## config.mk

```make
export PLATFORM = sky130hd
export DESIGN_NAME = dmx_universe_channel_mapper_unit
export DESIGN_NICKNAME = d
export VERILOG_FILES = /design/src/sv/dmxcm_pkg.sv /design/src/sv/dmx_universe_channel_mapper_unit.sv /design/src/sv/dmxcm_front.sv /design/src/sv/dmxcm_queue.sv /design/src/sv/dmxcm_back.sv
export VERILOG_INCLUDE_DIRS = /design/src /design/src/sv
export SDC_FILE = /design/constraint.sdc
export NUM_CORES = 2
export LEC_CHECK = 0
export BUFFER_PORTS_ARGS = -buffer_cell sky130_fd_sc_hd__buf_2
export CORE_ASPECT_RATIO = 0.75
export CORE_MARGIN = 4
export CORE_UTILIZATION = 42
export CTS_CLUSTER_DIAMETER = 80
export DETAILED_ROUTE_END_ITERATION = 10
export HOLD_SLACK_MARGIN = 0.02
export SLEW_MARGIN = 20
export SYNTH_ARGS = -nofsm -noshare
export SYNTH_HDL_FRONTEND = slang
export SYNTH_SLANG_ARGS = --single-unit
export TNS_END_PERCENT = 50
```

## constraint.sdc

```tcl
create_clock -name clock -period 12.75 [get_ports clock]
set_input_delay 0.6375 -clock clock [delete_from_list [all_inputs] [get_ports clock]]
set_output_delay 0.6375 -clock clock [all_outputs]
set_load 0.05 [all_outputs]
```

## src/sv/dmx_universe_channel_mapper_unit_assert.svh

```systemverilog
// Assertion macros for the DMX universe channel mapper.
// Included by the top level; expands to nothing when SYNTHESIS is defined.
`ifndef DMX_UNIVERSE_CHANNEL_MAPPER_UNIT_ASSERT_SVH
`define DMX_UNIVERSE_CHANNEL_MAPPER_UNIT_ASSERT_SVH
`ifndef SYNTHESIS
// same-cycle implication
`define DMXCM_ASSERT_IMPLIES(label, clk, rst, ante, cons, msg) \
   label: assert property (@(posedge clk) disable iff (rst) (ante) |-> (cons)) \
      else $error(msg);
// next-cycle implication
`define DMXCM_ASSERT_NEXT(label, clk, rst, ante, cons, msg) \
   label: assert property (@(posedge clk) disable iff (rst) (ante) |=> (cons)) \
      else $error(msg);
`else
`define DMXCM_ASSERT_IMPLIES(label, clk, rst, ante, cons, msg)
`define DMXCM_ASSERT_NEXT(label, clk, rst, ante, cons, msg)
`endif
`endif

```

## src/sv/dmxcm_pkg.sv

```systemverilog
// Shared types and constants of the DMX universe channel mapper.
// No dependencies; used by front, queue, back and top level.
`timescale 1ns / 1ps
`default_nettype none

package dmxcm_pkg;

   // queue between front and back
   localparam int QUEUE_DEPTH = 8;
   localparam int QPTR_W      = 3;
   localparam int QCNT_W      = 4;

   // universe table index, wide enough for the largest table
   localparam int IDX_W = 8;

   // configuration register indexes
   typedef enum logic [2:0] {
      CSR_ENABLED        = 3'd0,
      CSR_START_UNIVERSE = 3'd1,
      CSR_CHANNELS       = 3'd2,
      CSR_FIRST_OFFSET   = 3'd3,
      CSR_BUFFER_BYTES   = 3'd4
   } csr_index_type;

   // item as it travels through the front pipeline
   typedef struct packed {
      logic             poll;
      logic             hit;
      logic [IDX_W-1:0] idx;
      logic [7:0]       seq;
      logic [9:0]       plen;
      logic [8:0]       bidx;
      logic [7:0]       data;
   } front_item_type;

   // classified item handed from front to back
   typedef struct packed {
      logic             poll;
      logic             acc;
      logic             first;
      logic             we;
      logic [12:0]      addr;
      logic [7:0]       data;
      logic [7:0]       seq;
      logic [IDX_W-1:0] idx;
   } queue_item_type;

   // per-universe state entry
   typedef struct packed {
      logic [7:0]  seq;
      logic [31:0] errs;
      logic [31:0] pkts;
   } uni_state_type;

   // one result item
   typedef struct packed {
      logic        we;
      logic [12:0] addr;
      logic [7:0]  wdata;
      logic        acc;
      logic        serr;
      logic        blank;
      logic [31:0] upk;
      logic [31:0] uerr;
      logic [31:0] tpk;
      logic [31:0] terr;
      logic [31:0] polls;
      logic [7:0]  lfb;
   } result_type;

   // front occupancy, used for input flow control
   typedef struct packed {
      logic       busy;
      logic [2:0] inflight;
   } front_status_type;

endpackage

`default_nettype wire

```

## src/sv/dmx_universe_channel_mapper_unit.sv

```systemverilog
// DMX universe channel mapper, top level.
// Instantiates dmxcm_front, dmxcm_queue and dmxcm_back; uses dmxcm_pkg.
//
// Usage:
//   req_*  : one Art-Net payload byte or poll event per item; taken when
//            req_valid is high and req_stall is low.
//   rsp_*  : exactly one result per item, in order; taken when rsp_valid is
//            high and rsp_stall is low. A stalled result holds its value.
//   csr_*  : register writes (index 0..4), always ready; write only while
//            no item is in flight.
// Path: from input acceptance to rsp_valid through five classifier stages,
//   one queue slot, one memory read stage, then the result register.
// Throughput: one item per cycle sustained while rsp_stall is low; the
//   per-universe counter memory is read one stage ahead of its write, and
//   the previous write is forwarded to a back-to-back item of the same universe.
// Reset: counters and sequence state read as zero, registers take their
//   reset values; req_stall is high while reset is asserted.
// Receiver stall: the result register holds, the 8-entry queue absorbs the
//   items in flight and req_stall rises once front plus queue are full.
`timescale 1ns / 1ps
`default_nettype none
`include "dmx_universe_channel_mapper_unit_assert.svh"

module dmx_universe_channel_mapper_unit #(
   parameter int NUM_UNIVERSES  = 16,
   parameter int UNIVERSE_SLOTS = 512,
   parameter int OUT_BYTES      = 8192
) (
   input  logic        clock,
   input  logic        reset,
   // input items
   input  logic        req_valid,
   output logic        req_stall,
   input  logic        req_action,
   input  logic [14:0] req_universe,
   input  logic [7:0]  req_sequence_req,
   input  logic [9:0]  req_packet_length,
   input  logic [8:0]  req_byte_index,
   input  logic [7:0]  req_data_byte,
   // result items
   output logic        rsp_valid,
   input  logic        rsp_stall,
   output logic        rsp_write_enable,
   output logic [12:0] rsp_write_address,
   output logic [7:0]  rsp_write_data,
   output logic        rsp_accepted,
   output logic        rsp_sequence_error,
   output logic        rsp_restart_blank,
   output logic [31:0] rsp_universe_packets,
   output logic [31:0] rsp_universe_errors,
   output logic [31:0] rsp_total_packets,
   output logic [31:0] rsp_total_errors,
   output logic [31:0] rsp_poll_count,
   output logic [7:0]  rsp_last_first_byte,
   // register writes
   input  logic        csr_valid,
   output logic        csr_ready,
   input  logic [2:0]  csr_index,
   input  logic [15:0] csr_wdata
);

   logic                               accept;
   logic                               csr_write;
   logic                               front_valid;
   dmxcm_pkg::queue_item_type          front_item;
   dmxcm_pkg::front_status_type        front_status;
   logic                               head_valid;
   dmxcm_pkg::queue_item_type          head_item;
   logic                               pop;
   logic [dmxcm_pkg::QCNT_W-1:0]       q_count;
   logic [4:0]                         occupancy;
   dmxcm_pkg::result_type              result;

   // credit-based input flow control: front stages plus queue never exceed depth
   assign occupancy = 5'(q_count) + 5'(front_status.inflight);
   assign req_stall = reset || (occupancy >= 5'(dmxcm_pkg::QUEUE_DEPTH));
   assign accept    = req_valid && !req_stall;
   assign csr_ready = 1'b1;
   assign csr_write = csr_valid && csr_ready;

   dmxcm_front #(
      .NUM_UNIVERSES  (NUM_UNIVERSES),
      .UNIVERSE_SLOTS (UNIVERSE_SLOTS),
      .OUT_BYTES      (OUT_BYTES)
   ) u_front (
      .clock       (clock),
      .reset       (reset),
      .csr_write   (csr_write),
      .csr_index   (csr_index),
      .csr_wdata   (csr_wdata),
      .in_valid    (accept),
      .in_action   (req_action),
      .in_universe (req_universe),
      .in_seq      (req_sequence_req),
      .in_plen     (req_packet_length),
      .in_bidx     (req_byte_index),
      .in_data     (req_data_byte),
      .out_valid   (front_valid),
      .out_item    (front_item),
      .status      (front_status)
   );

   dmxcm_queue u_queue (
      .clock      (clock),
      .reset      (reset),
      .push       (front_valid),
      .push_item  (front_item),
      .pop        (pop),
      .head_valid (head_valid),
      .head_item  (head_item),
      .count      (q_count)
   );

   dmxcm_back #(
      .NUM_UNIVERSES (NUM_UNIVERSES)
   ) u_back (
      .clock      (clock),
      .reset      (reset),
      .head_valid (head_valid),
      .head_item  (head_item),
      .pop        (pop),
      .rsp_stall  (rsp_stall),
      .rsp_valid  (rsp_valid),
      .rsp_result (result)
   );

   // result fields
   assign rsp_write_enable     = result.we;
   assign rsp_write_address    = result.addr;
   assign rsp_write_data       = result.wdata;
   assign rsp_accepted         = result.acc;
   assign rsp_sequence_error   = result.serr;
   assign rsp_restart_blank    = result.blank;
   assign rsp_universe_packets = result.upk;
   assign rsp_universe_errors  = result.uerr;
   assign rsp_total_packets    = result.tpk;
   assign rsp_total_errors     = result.terr;
   assign rsp_poll_count       = result.polls;
   assign rsp_last_first_byte  = result.lfb;

   // checks
   `DMXCM_ASSERT_IMPLIES(a_credit_bound, clock, reset, 1'b1, occupancy <= 5'(dmxcm_pkg::QUEUE_DEPTH), "queue credit overrun")
   `DMXCM_ASSERT_NEXT(a_accept_enters_front, clock, reset, accept, front_status.busy && (front_status.inflight != 3'd0), "accepted item not in front")
   `DMXCM_ASSERT_IMPLIES(a_write_needs_accept, clock, reset, rsp_valid && rsp_write_enable, rsp_accepted, "buffer write on rejected item")
   `DMXCM_ASSERT_IMPLIES(a_error_on_start, clock, reset, rsp_valid && rsp_sequence_error, rsp_restart_blank && rsp_accepted, "sequence error off packet start")

endmodule

`default_nettype wire

```

## src/sv/dmxcm_front.sv

```systemverilog
// Front of the mapper: configuration registers and a five-stage classifier
// that resolves universe acceptance and the buffer address. Uses dmxcm_pkg.
`timescale 1ns / 1ps
`default_nettype none

module dmxcm_front #(
   parameter int NUM_UNIVERSES  = 16,
   parameter int UNIVERSE_SLOTS = 512,
   parameter int OUT_BYTES      = 8192
) (
   input  logic                        clock,
   input  logic                        reset,
   input  logic                        csr_write,
   input  logic [2:0]                  csr_index,
   input  logic [15:0]                 csr_wdata,
   input  logic                        in_valid,
   input  logic                        in_action,
   input  logic [14:0]                 in_universe,
   input  logic [7:0]                  in_seq,
   input  logic [9:0]                  in_plen,
   input  logic [8:0]                  in_bidx,
   input  logic [7:0]                  in_data,
   output logic                        out_valid,
   output dmxcm_pkg::queue_item_type   out_item,
   output dmxcm_pkg::front_status_type status
);

   // configuration registers
   logic        enabled_ff;
   logic [14:0] start_ff;
   logic [9:0]  chans_ff;
   logic [9:0]  offset_ff;
   logic [13:0] bufb_ff;

   always_ff @(posedge clock) begin
      if (reset) begin
         enabled_ff <= 1'b0;
         start_ff   <= 15'd1;
         chans_ff   <= 10'd512;
         offset_ff  <= 10'd1;
         bufb_ff    <= 14'd0;
      end else if (csr_write) begin
         unique case (csr_index)
            dmxcm_pkg::CSR_ENABLED:        enabled_ff <= csr_wdata[0];
            dmxcm_pkg::CSR_START_UNIVERSE: start_ff   <= csr_wdata[14:0];
            dmxcm_pkg::CSR_CHANNELS:       chans_ff   <= csr_wdata[9:0];
            dmxcm_pkg::CSR_FIRST_OFFSET:   offset_ff  <= csr_wdata[9:0];
            dmxcm_pkg::CSR_BUFFER_BYTES:   bufb_ff    <= csr_wdata[13:0];
            default: ;
         endcase
      end
   end

   // effective slots, offset and buffer size (first derived stage)
   logic [9:0]  slots_ff, slots_in;
   logic [9:0]  offs_ff, offs_in;
   logic [13:0] bufe_ff, bufe_in;

   always_comb begin
      if (chans_ff == 10'd0 || chans_ff > 10'(UNIVERSE_SLOTS)) begin
         slots_in = 10'(UNIVERSE_SLOTS);
      end else begin
         slots_in = chans_ff;
      end
      if (offset_ff == 10'd0) begin
         offs_in = 10'd1;
      end else if (offset_ff > slots_in) begin
         offs_in = (slots_in > 10'd1) ? slots_in - 10'd1 : 10'd1;
      end else begin
         offs_in = offset_ff;
      end
      if ({3'b000, bufb_ff} > 17'(OUT_BYTES)) begin
         bufe_in = 14'(OUT_BYTES);
      end else begin
         bufe_in = bufb_ff;
      end
   end

   // lead-in, first universe length, remainder and span (second stage)
   logic [9:0]  lead_ff, lead_in;
   logic [9:0]  first_ff, first_in;
   logic [9:0]  first_raw;
   logic [13:0] left_ff, left_in;
   logic [14:0] span_ff, span_in;

   always_comb begin
      lead_in   = offs_ff - 10'd1;
      first_raw = slots_ff - lead_in;
      first_in  = ({4'b0000, first_raw} > bufe_ff) ? bufe_ff[9:0] : first_raw;
      left_in   = bufe_ff - {4'b0000, first_in};
      span_in   = {5'b00000, offs_ff} + {1'b0, bufe_ff} - 15'd1;
   end

   always_ff @(posedge clock) begin
      if (reset) begin
         slots_ff <= 10'(UNIVERSE_SLOTS);
         offs_ff  <= 10'd1;
         bufe_ff  <= 14'd0;
         lead_ff  <= 10'd0;
         first_ff <= 10'd0;
         left_ff  <= 14'd0;
         span_ff  <= 15'd0;
      end else begin
         slots_ff <= slots_in;
         offs_ff  <= offs_in;
         bufe_ff  <= bufe_in;
         lead_ff  <= lead_in;
         first_ff <= first_in;
         left_ff  <= left_in;
         span_ff  <= span_in;
      end
   end

   // stage valids
   logic s1_valid_ff, s2_valid_ff, s3_valid_ff, s4_valid_ff, s5_valid_ff;

   always_ff @(posedge clock) begin
      if (reset) begin
         s1_valid_ff <= 1'b0;
         s2_valid_ff <= 1'b0;
         s3_valid_ff <= 1'b0;
         s4_valid_ff <= 1'b0;
         s5_valid_ff <= 1'b0;
      end else begin
         s1_valid_ff <= in_valid;
         s2_valid_ff <= s1_valid_ff;
         s3_valid_ff <= s2_valid_ff;
         s4_valid_ff <= s3_valid_ff;
         s5_valid_ff <= s4_valid_ff;
      end
   end

   // stage 1: captured input; universe range and table index
   dmxcm_pkg::front_item_type s1_item_ff, s1_item_in;
   logic [14:0]               s1_uni_ff;
   dmxcm_pkg::front_item_type s2_item_ff, s2_item_in;
   logic [14:0]               s1_diff;

   always_comb begin
      s1_item_in.poll = in_action;
      s1_item_in.hit  = 1'b0;
      s1_item_in.idx  = '0;
      s1_item_in.seq  = in_seq;
      s1_item_in.plen = in_plen;
      s1_item_in.bidx = in_bidx;
      s1_item_in.data = in_data;
   end

   always_comb begin
      s1_diff        = s1_uni_ff - start_ff;
      s2_item_in     = s1_item_ff;
      s2_item_in.hit = enabled_ff && !s1_item_ff.poll && (s1_uni_ff >= start_ff) &&
                       (s1_diff < 15'(NUM_UNIVERSES));
      s2_item_in.idx = s1_diff[dmxcm_pkg::IDX_W-1:0];
   end

   // stage 2: universe start positions in slot units
   logic [7:0]                s2_idx_m1;
   logic [17:0]               s3_prod_ff, s3_prod_in;
   logic [17:0]               s3_prodm1_ff, s3_prodm1_in;
   dmxcm_pkg::front_item_type s3_item_ff;

   always_comb begin
      s2_idx_m1    = s2_item_ff.idx - 8'd1;
      s3_prod_in   = 18'(s2_item_ff.idx) * 18'(slots_ff);
      s3_prodm1_in = 18'(s2_idx_m1) * 18'(slots_ff);
   end

   // stage 3: mapped-universe check and clipped destination step
   dmxcm_pkg::front_item_type s4_item_ff, s4_item_in;
   logic [13:0]               s4_used_ff, s4_used_in;

   always_comb begin
      s4_item_in     = s3_item_ff;
      s4_item_in.hit = s3_item_ff.hit && (s3_prod_ff < 18'(span_ff));
      s4_used_in     = (s3_prodm1_ff > 18'(left_ff)) ? left_ff : s3_prodm1_ff[13:0];
   end

   // stage 4: destination, byte count and source offset of the universe
   dmxcm_pkg::front_item_type s5_item_ff;
   logic [13:0]               s5_dest_ff, s5_dest_in;
   logic [13:0]               s5_bytes_ff, s5_bytes_in;
   logic [8:0]                s5_src_ff, s5_src_in;
   logic [13:0]               s4_rem;

   always_comb begin
      s4_rem = left_ff - s4_used_ff;
      if (s4_item_ff.idx == '0) begin
         s5_dest_in  = 14'd0;
         s5_bytes_in = {4'b0000, first_ff};
         s5_src_in   = lead_ff[8:0];
      end else begin
         s5_dest_in  = {4'b0000, first_ff} + s4_used_ff;
         s5_bytes_in = (s4_rem > {4'b0000, slots_ff}) ? {4'b0000, slots_ff} : s4_rem;
         s5_src_in   = 9'd0;
      end
   end

   // stage 5: window check and final buffer address
   logic [8:0]  s5_off;
   logic [13:0] s5_sum;
   logic        s5_we;

   always_comb begin
      s5_off = s5_item_ff.bidx - s5_src_ff;
      s5_sum = s5_dest_ff + {5'b00000, s5_off};
      s5_we  = s5_item_ff.hit && ({1'b0, s5_item_ff.bidx} < s5_item_ff.plen) &&
               (s5_item_ff.bidx >= s5_src_ff) && ({5'b00000, s5_off} < s5_bytes_ff);

      out_item.poll  = s5_item_ff.poll;
      out_item.acc   = s5_item_ff.hit;
      out_item.first = (s5_item_ff.bidx == 9'd0);
      out_item.we    = s5_we;
      out_item.addr  = s5_we ? s5_sum[12:0] : 13'd0;
      out_item.data  = s5_item_ff.data;
      out_item.seq   = s5_item_ff.seq;
      out_item.idx   = s5_item_ff.idx;
   end

   // pipeline payload, follows the valids
   always_ff @(posedge clock) begin
      s1_item_ff   <= s1_item_in;
      s1_uni_ff    <= in_universe;
      s2_item_ff   <= s2_item_in;
      s3_item_ff   <= s2_item_ff;
      s3_prod_ff   <= s3_prod_in;
      s3_prodm1_ff <= s3_prodm1_in;
      s4_item_ff   <= s4_item_in;
      s4_used_ff   <= s4_used_in;
      s5_item_ff   <= s4_item_ff;
      s5_dest_ff   <= s5_dest_in;
      s5_bytes_ff  <= s5_bytes_in;
      s5_src_ff    <= s5_src_in;
   end

   assign out_valid       = s5_valid_ff;
   assign status.inflight = 3'($countones({s1_valid_ff, s2_valid_ff, s3_valid_ff,
                                           s4_valid_ff, s5_valid_ff}));
   assign status.busy     = s1_valid_ff | s2_valid_ff | s3_valid_ff | s4_valid_ff |
                            s5_valid_ff;

endmodule

`default_nettype wire

```

## src/sv/dmxcm_queue.sv

```systemverilog
// Short item queue between the classifier front and the state-update back.
// Uses dmxcm_pkg for depth and item type.
`timescale 1ns / 1ps
`default_nettype none

module dmxcm_queue (
   input  logic                            clock,
   input  logic                            reset,
   input  logic                            push,
   input  dmxcm_pkg::queue_item_type       push_item,
   input  logic                            pop,
   output logic                            head_valid,
   output dmxcm_pkg::queue_item_type       head_item,
   output logic [dmxcm_pkg::QCNT_W-1:0]    count
);

   dmxcm_pkg::queue_item_type          slot_ff [dmxcm_pkg::QUEUE_DEPTH];
   logic [dmxcm_pkg::QPTR_W-1:0]       wr_ptr_ff, wr_ptr_in;
   logic [dmxcm_pkg::QPTR_W-1:0]       rd_ptr_ff, rd_ptr_in;
   logic [dmxcm_pkg::QCNT_W-1:0]       count_ff, count_in;

   // pointer and fill count update
   always_comb begin
      wr_ptr_in = push ? wr_ptr_ff + 1'b1 : wr_ptr_ff;
      rd_ptr_in = pop ? rd_ptr_ff + 1'b1 : rd_ptr_ff;
      count_in  = count_ff;
      if (push && !pop) begin
         count_in = count_ff + 1'b1;
      end else if (pop && !push) begin
         count_in = count_ff - 1'b1;
      end
   end

   always_ff @(posedge clock) begin
      if (reset) begin
         wr_ptr_ff <= '0;
         rd_ptr_ff <= '0;
         count_ff  <= '0;
      end else begin
         wr_ptr_ff <= wr_ptr_in;
         rd_ptr_ff <= rd_ptr_in;
         count_ff  <= count_in;
      end
   end

   // storage
   always_ff @(posedge clock) begin
      if (push) begin
         slot_ff[wr_ptr_ff] <= push_item;
      end
   end

   assign head_valid = (count_ff != '0);
   assign head_item  = slot_ff[rd_ptr_ff];
   assign count      = count_ff;

endmodule

`default_nettype wire

```

## src/sv/dmxcm_back.sv

```systemverilog
// Back of the mapper: per-universe sequence and counter memory, totals and
// the result register. Uses dmxcm_pkg.
`timescale 1ns / 1ps
`default_nettype none

module dmxcm_back #(
   parameter int NUM_UNIVERSES = 16
) (
   input  logic                      clock,
   input  logic                      reset,
   input  logic                      head_valid,
   input  dmxcm_pkg::queue_item_type head_item,
   output logic                      pop,
   input  logic                      rsp_stall,
   output logic                      rsp_valid,
   output dmxcm_pkg::result_type     rsp_result
);

   localparam int IdxW = (NUM_UNIVERSES > 1) ? $clog2(NUM_UNIVERSES) : 1;

   // state memory with per-entry live bits (unwritten entries read as zero)
   dmxcm_pkg::uni_state_type  state_mem [NUM_UNIVERSES];
   logic [NUM_UNIVERSES-1:0]  live_ff;

   // read stage: item plus registered memory data and forwarded value
   logic                      r_valid_ff, r_valid_in;
   dmxcm_pkg::queue_item_type r_item_ff;
   dmxcm_pkg::uni_state_type  rd_state_ff;
   logic                      rd_live_ff;
   logic                      fwd_ff, fwd_in;
   dmxcm_pkg::uni_state_type  fwd_state_ff;

   // result register and totals
   logic                      rsp_valid_ff, rsp_valid_in;
   dmxcm_pkg::result_type     rsp_ff, result_in;
   logic [31:0]               tpk_ff, tpk_in;
   logic [31:0]               terr_ff, terr_in;
   logic [31:0]               polls_ff, polls_in;
   logic [7:0]                lfb_ff, lfb_in;

   logic                      rsp_load, r_fire, wr, start;
   logic [IdxW-1:0]           rd_idx, wr_idx;
   dmxcm_pkg::uni_state_type  cur_state, nxt_state;
   logic                      serr;

   // handshake between queue, read stage and result register
   always_comb begin
      rsp_load     = !rsp_valid_ff || !rsp_stall;
      r_fire       = r_valid_ff && rsp_load;
      pop          = head_valid && (!r_valid_ff || r_fire);
      r_valid_in   = pop ? 1'b1 : (r_fire ? 1'b0 : r_valid_ff);
      rsp_valid_in = r_fire ? 1'b1 : (rsp_load ? 1'b0 : rsp_valid_ff);
      rd_idx       = head_item.idx[IdxW-1:0];
      wr_idx       = r_item_ff.idx[IdxW-1:0];
      start        = r_item_ff.acc && r_item_ff.first;
      wr           = r_fire && start;
      fwd_in       = wr && (wr_idx == rd_idx);
   end

   // sequence tracking and counter update on packet start
   always_comb begin
      if (fwd_ff) begin
         cur_state = fwd_state_ff;
      end else if (rd_live_ff) begin
         cur_state = rd_state_ff;
      end else begin
         cur_state = '0;
      end
      nxt_state = cur_state;
      serr      = 1'b0;
      if (start) begin
         if (r_item_ff.seq != cur_state.seq && r_item_ff.seq != 8'd0) begin
            nxt_state.errs = cur_state.errs + 32'd1;
            serr           = 1'b1;
         end
         nxt_state.seq  = r_item_ff.seq + 8'd1;
         nxt_state.pkts = cur_state.pkts + 32'd1;
      end
   end

   // totals and result
   always_comb begin
      tpk_in   = tpk_ff;
      terr_in  = terr_ff;
      polls_in = polls_ff;
      lfb_in   = lfb_ff;
      if (r_fire) begin
         if (start) begin
            tpk_in = tpk_ff + 32'd1;
            lfb_in = r_item_ff.data;
         end
         if (serr) begin
            terr_in = terr_ff + 32'd1;
         end
         if (r_item_ff.poll) begin
            polls_in = polls_ff + 32'd1;
         end
      end
      result_in.we    = r_item_ff.we;
      result_in.addr  = r_item_ff.addr;
      result_in.wdata = r_item_ff.we ? r_item_ff.data : 8'd0;
      result_in.acc   = r_item_ff.acc;
      result_in.serr  = serr;
      result_in.blank = start;
      result_in.upk   = r_item_ff.acc ? nxt_state.pkts : 32'd0;
      result_in.uerr  = r_item_ff.acc ? nxt_state.errs : 32'd0;
      result_in.tpk   = tpk_in;
      result_in.terr  = terr_in;
      result_in.polls = polls_in;
      result_in.lfb   = lfb_in;
   end

   // memory write and registered read
   always_ff @(posedge clock) begin
      if (wr) begin
         state_mem[wr_idx] <= nxt_state;
      end
      if (pop) begin
         rd_state_ff  <= state_mem[rd_idx];
         fwd_state_ff <= nxt_state;
         r_item_ff    <= head_item;
      end
      if (r_fire) begin
         rsp_ff <= result_in;
      end
   end

   // control state
   always_ff @(posedge clock) begin
      if (reset) begin
         live_ff      <= '0;
         rd_live_ff   <= 1'b0;
         fwd_ff       <= 1'b0;
         r_valid_ff   <= 1'b0;
         rsp_valid_ff <= 1'b0;
         tpk_ff       <= 32'd0;
         terr_ff      <= 32'd0;
         polls_ff     <= 32'd0;
         lfb_ff       <= 8'd0;
      end else begin
         if (wr) begin
            live_ff[wr_idx] <= 1'b1;
         end
         if (pop) begin
            rd_live_ff <= live_ff[rd_idx];
            fwd_ff     <= fwd_in;
         end
         r_valid_ff   <= r_valid_in;
         rsp_valid_ff <= rsp_valid_in;
         tpk_ff       <= tpk_in;
         terr_ff      <= terr_in;
         polls_ff     <= polls_in;
         lfb_ff       <= lfb_in;
      end
   end

   assign rsp_valid  = rsp_valid_ff;
   assign rsp_result = rsp_ff;

endmodule

`default_nettype wire
```

### Word-level counts from Yosys, hierarchy flattened

Memories as Yosys holds them, arrays and structs flattened. A register that Yosys moved wholly into a read port is not among the register bits.
Cells that the tools add are included.

* memory bits (writable): 1480
* output and inout port bits: 196
* logic and storage cells: 234
* register bits: 890
* memories kept: 2

Memory list
* u_back.state_mem: depth 16, width 72, rd ports 1, clocked after memory_dff 1, wr ports 1, RTL line dmxcm_back.sv:22 `dmxcm_pkg::uni_state_type state_mem [NUM_UNIVERSES];`
* u_queue.slot_ff: depth 8, width 41, rd ports 1, clocked after memory_dff 1, wr ports 1, RTL line dmxcm_queue.sv:17 `dmxcm_pkg::queue_item_type slot_ff [dmxcm_pkg::QUEUE_DEPTH];`

* magnitude comparators: 17
* bitwise logic cells: 1
* reduce and logical (&&, ||, !) cells: 46
* multiply operators: 2
* muxes and demuxes: 39
* add/subtract/negate cells: 27
* equality and inequality tests: 6

Operators by type and width (count)
* $mux W32: 7
* $mux W72: 3
* $add A32 B1 Y32 const B: 5
* $mux W10: 6
* $mul A8 B10 Y18: 2
* $mux W14: 2
* $logic_not A10 Y1: 2
* $sub A10 B1 Y10 const B: 2
* $gt A18 B14 Y1: 1
* $lt A18 B15 Y1: 1
* $logic_and A1 B1 Y1: 17
* $mux W8: 2
* $or A16 B16 Y16: 1
* $add A10 B14 Y15: 1
* $ge A15 B15 Y1: 1
* $lt A15 B5 Y1 const B: 1
* $sub A15 B1 Y15 const B: 1
* $sub A15 B15 Y15: 1
* $gt A10 B14 Y1: 1
* $gt A14 B10 Y1: 1
* $gt A14 B14 Y1 const B: 1
* $lt A9 B14 Y1: 1
* $sub A14 B10 Y14: 1
* $sub A14 B14 Y14: 1
* other kinds (42): 76

### Longest topological paths before layout

* depth after elaboration: 8
* mapped depth: 33
* mapped depth without buffers: 33

### Cells and area by module

From an unflattened synthesis, not the netlist that was laid out.

* cell total of the unflattened synthesis: 6301
* area total of the unflattened synthesis: 100664.0 µm²

Modules (own cells, without submodules)
* dmxcm_back: area an instance 63972.6 µm², sequential area each 48306.3 µm², times used 1, cells each 3243
* dmxcm_front: area an instance 23328.6 µm², sequential area each 9088.7 µm², times used 1, cells each 2499
* dmxcm_queue: area an instance 13222.7 µm², sequential area each 10109.7 µm², times used 1, cells each 542
* dmx_universe_channel_mapper_unit: area an instance 140.1 µm², sequential area each 0.0 µm², times used 1, cells each 17

### Least setup slack after synthesis

Ideal clock, no wire load.

* kind: input-to-reg
* from: in rsp_stall
* to: mem u_back.state_mem[0][0] (netlist name) (enable)
* data arrival time: 11.456 ns
* stages on the path: 5
* slack: 0.701 ns
* cell sequence: nand2_1 -> and2_1 -> nand2_1 -> or3_1 -> nor3_1

* word-level cells in the longest chain between the ends: 6

Ends and longest elaborated chain
* start: declaration: RTL line dmx_universe_channel_mapper_unit.sv:42 `input logic rsp_stall,`
* $logic_not A1 Y1: RTL line dmxcm_back.sv:48 `rsp_load = !rsp_valid_ff || !rsp_stall;`
* $logic_or A1 B1 Y1: RTL line dmxcm_back.sv:48
* $logic_and A1 B1 Y1: RTL line dmxcm_back.sv:49 `r_fire = r_valid_ff && rsp_load;`
* via u_back.r_fire: RTL line dmxcm_back.sv:41 `logic rsp_load, r_fire, wr, start;`
* $logic_and A1 B1 Y1: RTL line dmxcm_back.sv:56 `wr = r_fire && start;`
* $mux W1: RTL line dmxcm_back.sv:115 `if (wr) begin`
* $mux W1 (implied by the code): RTL line dmxcm_back.sv:116 `state_mem[wr_idx] <= nxt_state;`
* end: declaration: RTL line dmxcm_back.sv:22

The timed path passes the listed nets, and every way through them passes these cells.

### Worst setup path after layout

* from: reg u_front.offs_ff[0]
* to: reg u_front.left_ff[12]

* word-level cells in the longest chain between the ends: 5

Ends and longest elaborated chain
* start: declaration: RTL line dmxcm_front.sv:56 `logic [9:0] offs_ff, offs_in;`
* start signal: assignment: RTL line dmxcm_front.sv:105 `offs_ff <= offs_in;`
* $sub A10 B1 Y10 (*): RTL line dmxcm_front.sv:87 `lead_in = offs_ff - 10'd1;`
* via u_front.lead_in[0]: RTL line dmxcm_front.sv:80 `logic [9:0] lead_ff, lead_in;`
* $sub A10 B10 Y10 (*): RTL line dmxcm_front.sv:88 `first_raw = slots_ff - lead_in;`
* $gt A10 B14 Y1: RTL line dmxcm_front.sv:89 `first_in = ({4'b0000, first_raw} > bufe_ff) ? bufe_ff[9:0] : first_raw;`
* $mux W10 (*): RTL line dmxcm_front.sv:89
* via u_front.first_in[0]: RTL line dmxcm_front.sv:81 `logic [9:0] first_ff, first_in;`
* $sub A14 B10 Y14 (*): RTL line dmxcm_front.sv:90 `left_in = bufe_ff - {4'b0000, first_in};`
* end signal: assignment: RTL line dmxcm_front.sv:109 `left_ff <= left_in;`
* end: declaration: RTL line dmxcm_front.sv:83 `logic [13:0] left_ff, left_in;`

The timed path passes the listed nets; every way through them passes the cells marked *.
A chain may end at the register's enable or synchronous reset.

==> metrics.md <==
| Metric | Value |
|---|---|
| Status | `complete, no violations` |
| RSZ-0062 raised after global routing | `no` |
| Clock latency on the worst-skew pair | `roughly 0.90 ns` |
| Clk buf depth | `4` |
| Relative slew slack | `24.9%` |
| EDFF count, synth | `1822` |
| Initial core utilization | `42.4%` |
| H-tree depth | `4` |
| WP data required | `13.42 ns` |
| Root Driver | `clkbuf_16` |
| Cell Area, Synth | `0.0987 mm^2` |
| Simple-gate share of the synthesized area | `13.3%` |
| Worst VDD drop | `0.000251 V` |
| Synth unique cells | `83` |
| Post-DRT Antenna Nets | `0` |
| Final core occ | `48.2%` |
| Final std cells w/o fill | `11290` |
| Max-cap check violation count | `0` |
| CP Max Fanout | `13` |
| Post-CTS setup buffers | `0` |
| Worst Slack Setup Final | `3.72 ns` |
| Post-synth ARST share | `0%` |
| Slowest cell on crit path | `dfxtp_1` |
| Final setup TNS | `0 ns` |
| Seq pwr share | `between 40% and 50%` |
| Most frequent cells in the layout | `edfxtp_1, nand2_1, dfxtp_1` |
| Die Ht | `roughly 430 um` |
| Slew Viols, Final | `0` |
| Largest family of logic cells by synthesized area | `simple AND/OR/NAND/NOR gates` |
| Compound-gate portion of the synthesized area | `5.84%` |
| Gate Count Post-Synth | `7709` |
| Vias per cell | `between 5 and 6` |
| Main synth FF type | `edfxtp_1` |
| Drt first pass iters | `6` |
| Detailed-route DRC error count | `0` |
| Die Width | `568 um` |
| DRT iter0 DRCs | `~5600` |
| Setup WS pre-CTS | `around 3.9 ns` |
| Clock skew | `0.106 ns` |
| Hold slack | `around 0.096 ns` |
| Post-CTS sizing | `0` |
| Fmax | `around 110 MHz` |
| Combinational share of power | `28.8%` |
| Worst hold stages | `3` |
| Fraction of synthesized area in multiplexers | `2.52%` |
| CTS Hold Bufs | `52` |
| Layout cells sized above 1 | `12.0%` |
| Syn. warnings | `0` |
| GRT Overall Usage | `19.3%` |
| Post-DP Area | `0.104 mm^2` |
| Clock Sinks | `between 2000 and 2500` |
| # port buffers | `268` |
| Syn avg cell area | `12.8 um^2` |
| Final setup fails | `0` |
| Grt ovf | `0` |
| Slowest Stage Delay on Critical Path | `around 0.48 ns` |
| Synth Area in Adders | `5.60%` |
| Rows | `153` |
| Die ar. | `around 0.24 mm^2` |
| Largest net degree at the start of global routing | `192` |
| Layout area overhead | `13.8%` |
| Seq/Total Area, Yosys | `67.3%` |
| Reg clk slew, reported paths | `0.06 ns` |
| Antenna violations before repair | `10` |
| Classification of the worst setup path | `reg2reg` |
| Post-placement cell count | `10810` |
| Sw power | `8.32 mW` |
| DP HPWL | `134000 um` |
| Avg WL per Cell | `between 20 and 25 um` |
| Nets | `around 8400` |
| Clk pwr share | `28.6%` |
| Core area | `approximately 0.23 mm^2` |
| Final hold violations | `0` |
| Period utilization | `70.8%` |
| Total vias in the final route | `60097` |
| FF+latch count, synth | `2409` |
| Worst min path class | `in2reg` |
| Total CTS buffers | `234` |
| Routability cong. | `around 0.85` |
| Final critical-path required period | `9.03 ns` |
| Reg2Reg Depth | `32` |
| Final instance area | `between 0.1 and 0.15 mm^2` |
| Vias in the first global route | `58704` |
| First-pass GRT wire length | `365000 um` |
| Pwr Total | `24.4 mW` |
| Most common cell after layout, fill and taps aside | `edfxtp_1` |
| Critical Path AT | `9.70 ns` |
| Ports | `271` |
| CP endpoint kind | `flop` |
| PD cells | `approximately 220 mW/mm^2` |
| Pleak | `41.6 nW` |
| Sw frac | `between 30% and 40%` |
| Most frequent CP cell | `maj3_1` |
| Wirelength, routed | `240000 um` |
| Startpoint types | `flop` |
| Pint | `16.1 mW` |
| Worst Max-Slew Pin Slew | `1.12 ns` |
| Synth Area in XOR/XNOR | `under 10%` |
| CTS tree | `built` |
-- area by class of cell --
class / count / area (um^2)
inverters: 355 / 1360
multi-input cells: 4571 / 30000
flip-flops and latches: 2409 / 66500
fillers: 20232 / 121000
clock inverters: 108 / 1130
diodes: 5 / 12.5
clock buffers: 314 / 6620
repair buffers: 428 / 2760
well taps: 3100 / 3880
-- metal layers --
layer	routed length (um)	global-route usage, %	up-vias
met2	106000	29.3	1871
met3	15600	3.08	317
met5	13	0	-
li1	-	-	28064
met1	114000	29.3	29843
met4	4590	4.18	2
-- Yosys cell counts, types with 38 or more instances --
master | count | area [um^2]
a21o_1 | 45 | 338
a21oi_1 | 231 | 1160
a22oi_1 | 50 | 375
a311oi_1 | 219 | 1920
a31oi_1 | 81 | 507
and2_1 | 151 | 945
and3_1 | 183 | 1140
buf_1 | 40 | 150
clkbuf_1 | 332 | 1250
dfxtp_1 | 587 | 11800
edfxtp_1 | 1822 | 54700
fa_1 | 108 | 2160
ha_1 | 261 | 3270
inv_1 | 348 | 1310
mux2_2 | 54 | 608
mux4_2 | 74 | 1670
nand2_1 | 1526 | 5730
nand3_1 | 378 | 1890
nand4_1 | 38 | 238
nor2_1 | 317 | 1190
nor2b_1 | 147 | 920
nor3_1 | 49 | 245
o21ai_0 | 101 | 505
xnor2_1 | 196 | 1720
xor2_1 | 87 | 762
-- worst max-delay path, delay by kind of cell, from the launching register on --
kind,cells,cell delay [ns]
adders and majority gates,12,4.20
AOI/OAI and AO/OA,9,2.00
buffers and inverters,3,0.49
muxes,1,0.38
xor gates and xnor gates,2,0.45
and+or+nand+nor,5,0.86
DFF,1,0.48
-- logic make-up after synthesis --
kind of cell               Yosys count
and+or+nand+nor                   2909
DFF                               2409
AOI/OAI and AO/OA                  843
buffers and inverters              732
adders and majority gates          379
xor gates and xnor gates           286
muxes                              149
other                                2
-- state kept, by name, indices dropped and copies added, names as in the netlist, 16 cells and up, named ones only --
| name | flops |
|---|---|
| u_back.rsp_result | 193 |
| u_back.terr_ff | 32 |
| u_back.rd_state_ff | 72 |
| u_front.out_item | 22 |
| u_front.s5_item_ff | 19 |
| u_back.tpk_ff | 32 |
| u_front.s3_prod_ff | 18 |
| u_front.s4_item_ff | 45 |
| u_back.r_item_ff | 37 |
| u_back.state_mem | 1152 |
| u_back.polls_ff | 32 |
| u_front.s3_item_ff | 45 |
| u_back.live_ff | 16 |
| u_front.s1_item_ff | 36 |
| u_queue.slot_ff | 296 |
| u_front.s3_prodm1_ff | 18 |
| u_front.s2_item_ff | 45 |
| u_back.fwd_state_ff | 72 |
-- final timing paths --
check                    startpoint                      to  slack [ns]
max              u_front.offs_ff[0]     u_front.left_ff[12]        3.72
min reg2reg  u_front.s3_item_ff[26]  u_front.s4_item_ff[26]        0.23
min                   csr_wdata[14]    u_front.start_ff[14]         0.1
max reg2reg      u_front.offs_ff[0]     u_front.left_ff[12]        3.72
-- power groups by stage --
stage                     Combinational (mW)  Sequential, mW  Clock [mW]
final                                   7.02            10.4        6.98
after global routing                    7.69            10.5        7.50
after CTS                               6.98            10.4        7.15
after detailed placement                6.94            10.6           0
after global placement                  6.83            10.6           0
after floorplan                         4.29            11.1           0
(Power assumes the default switching activity.)
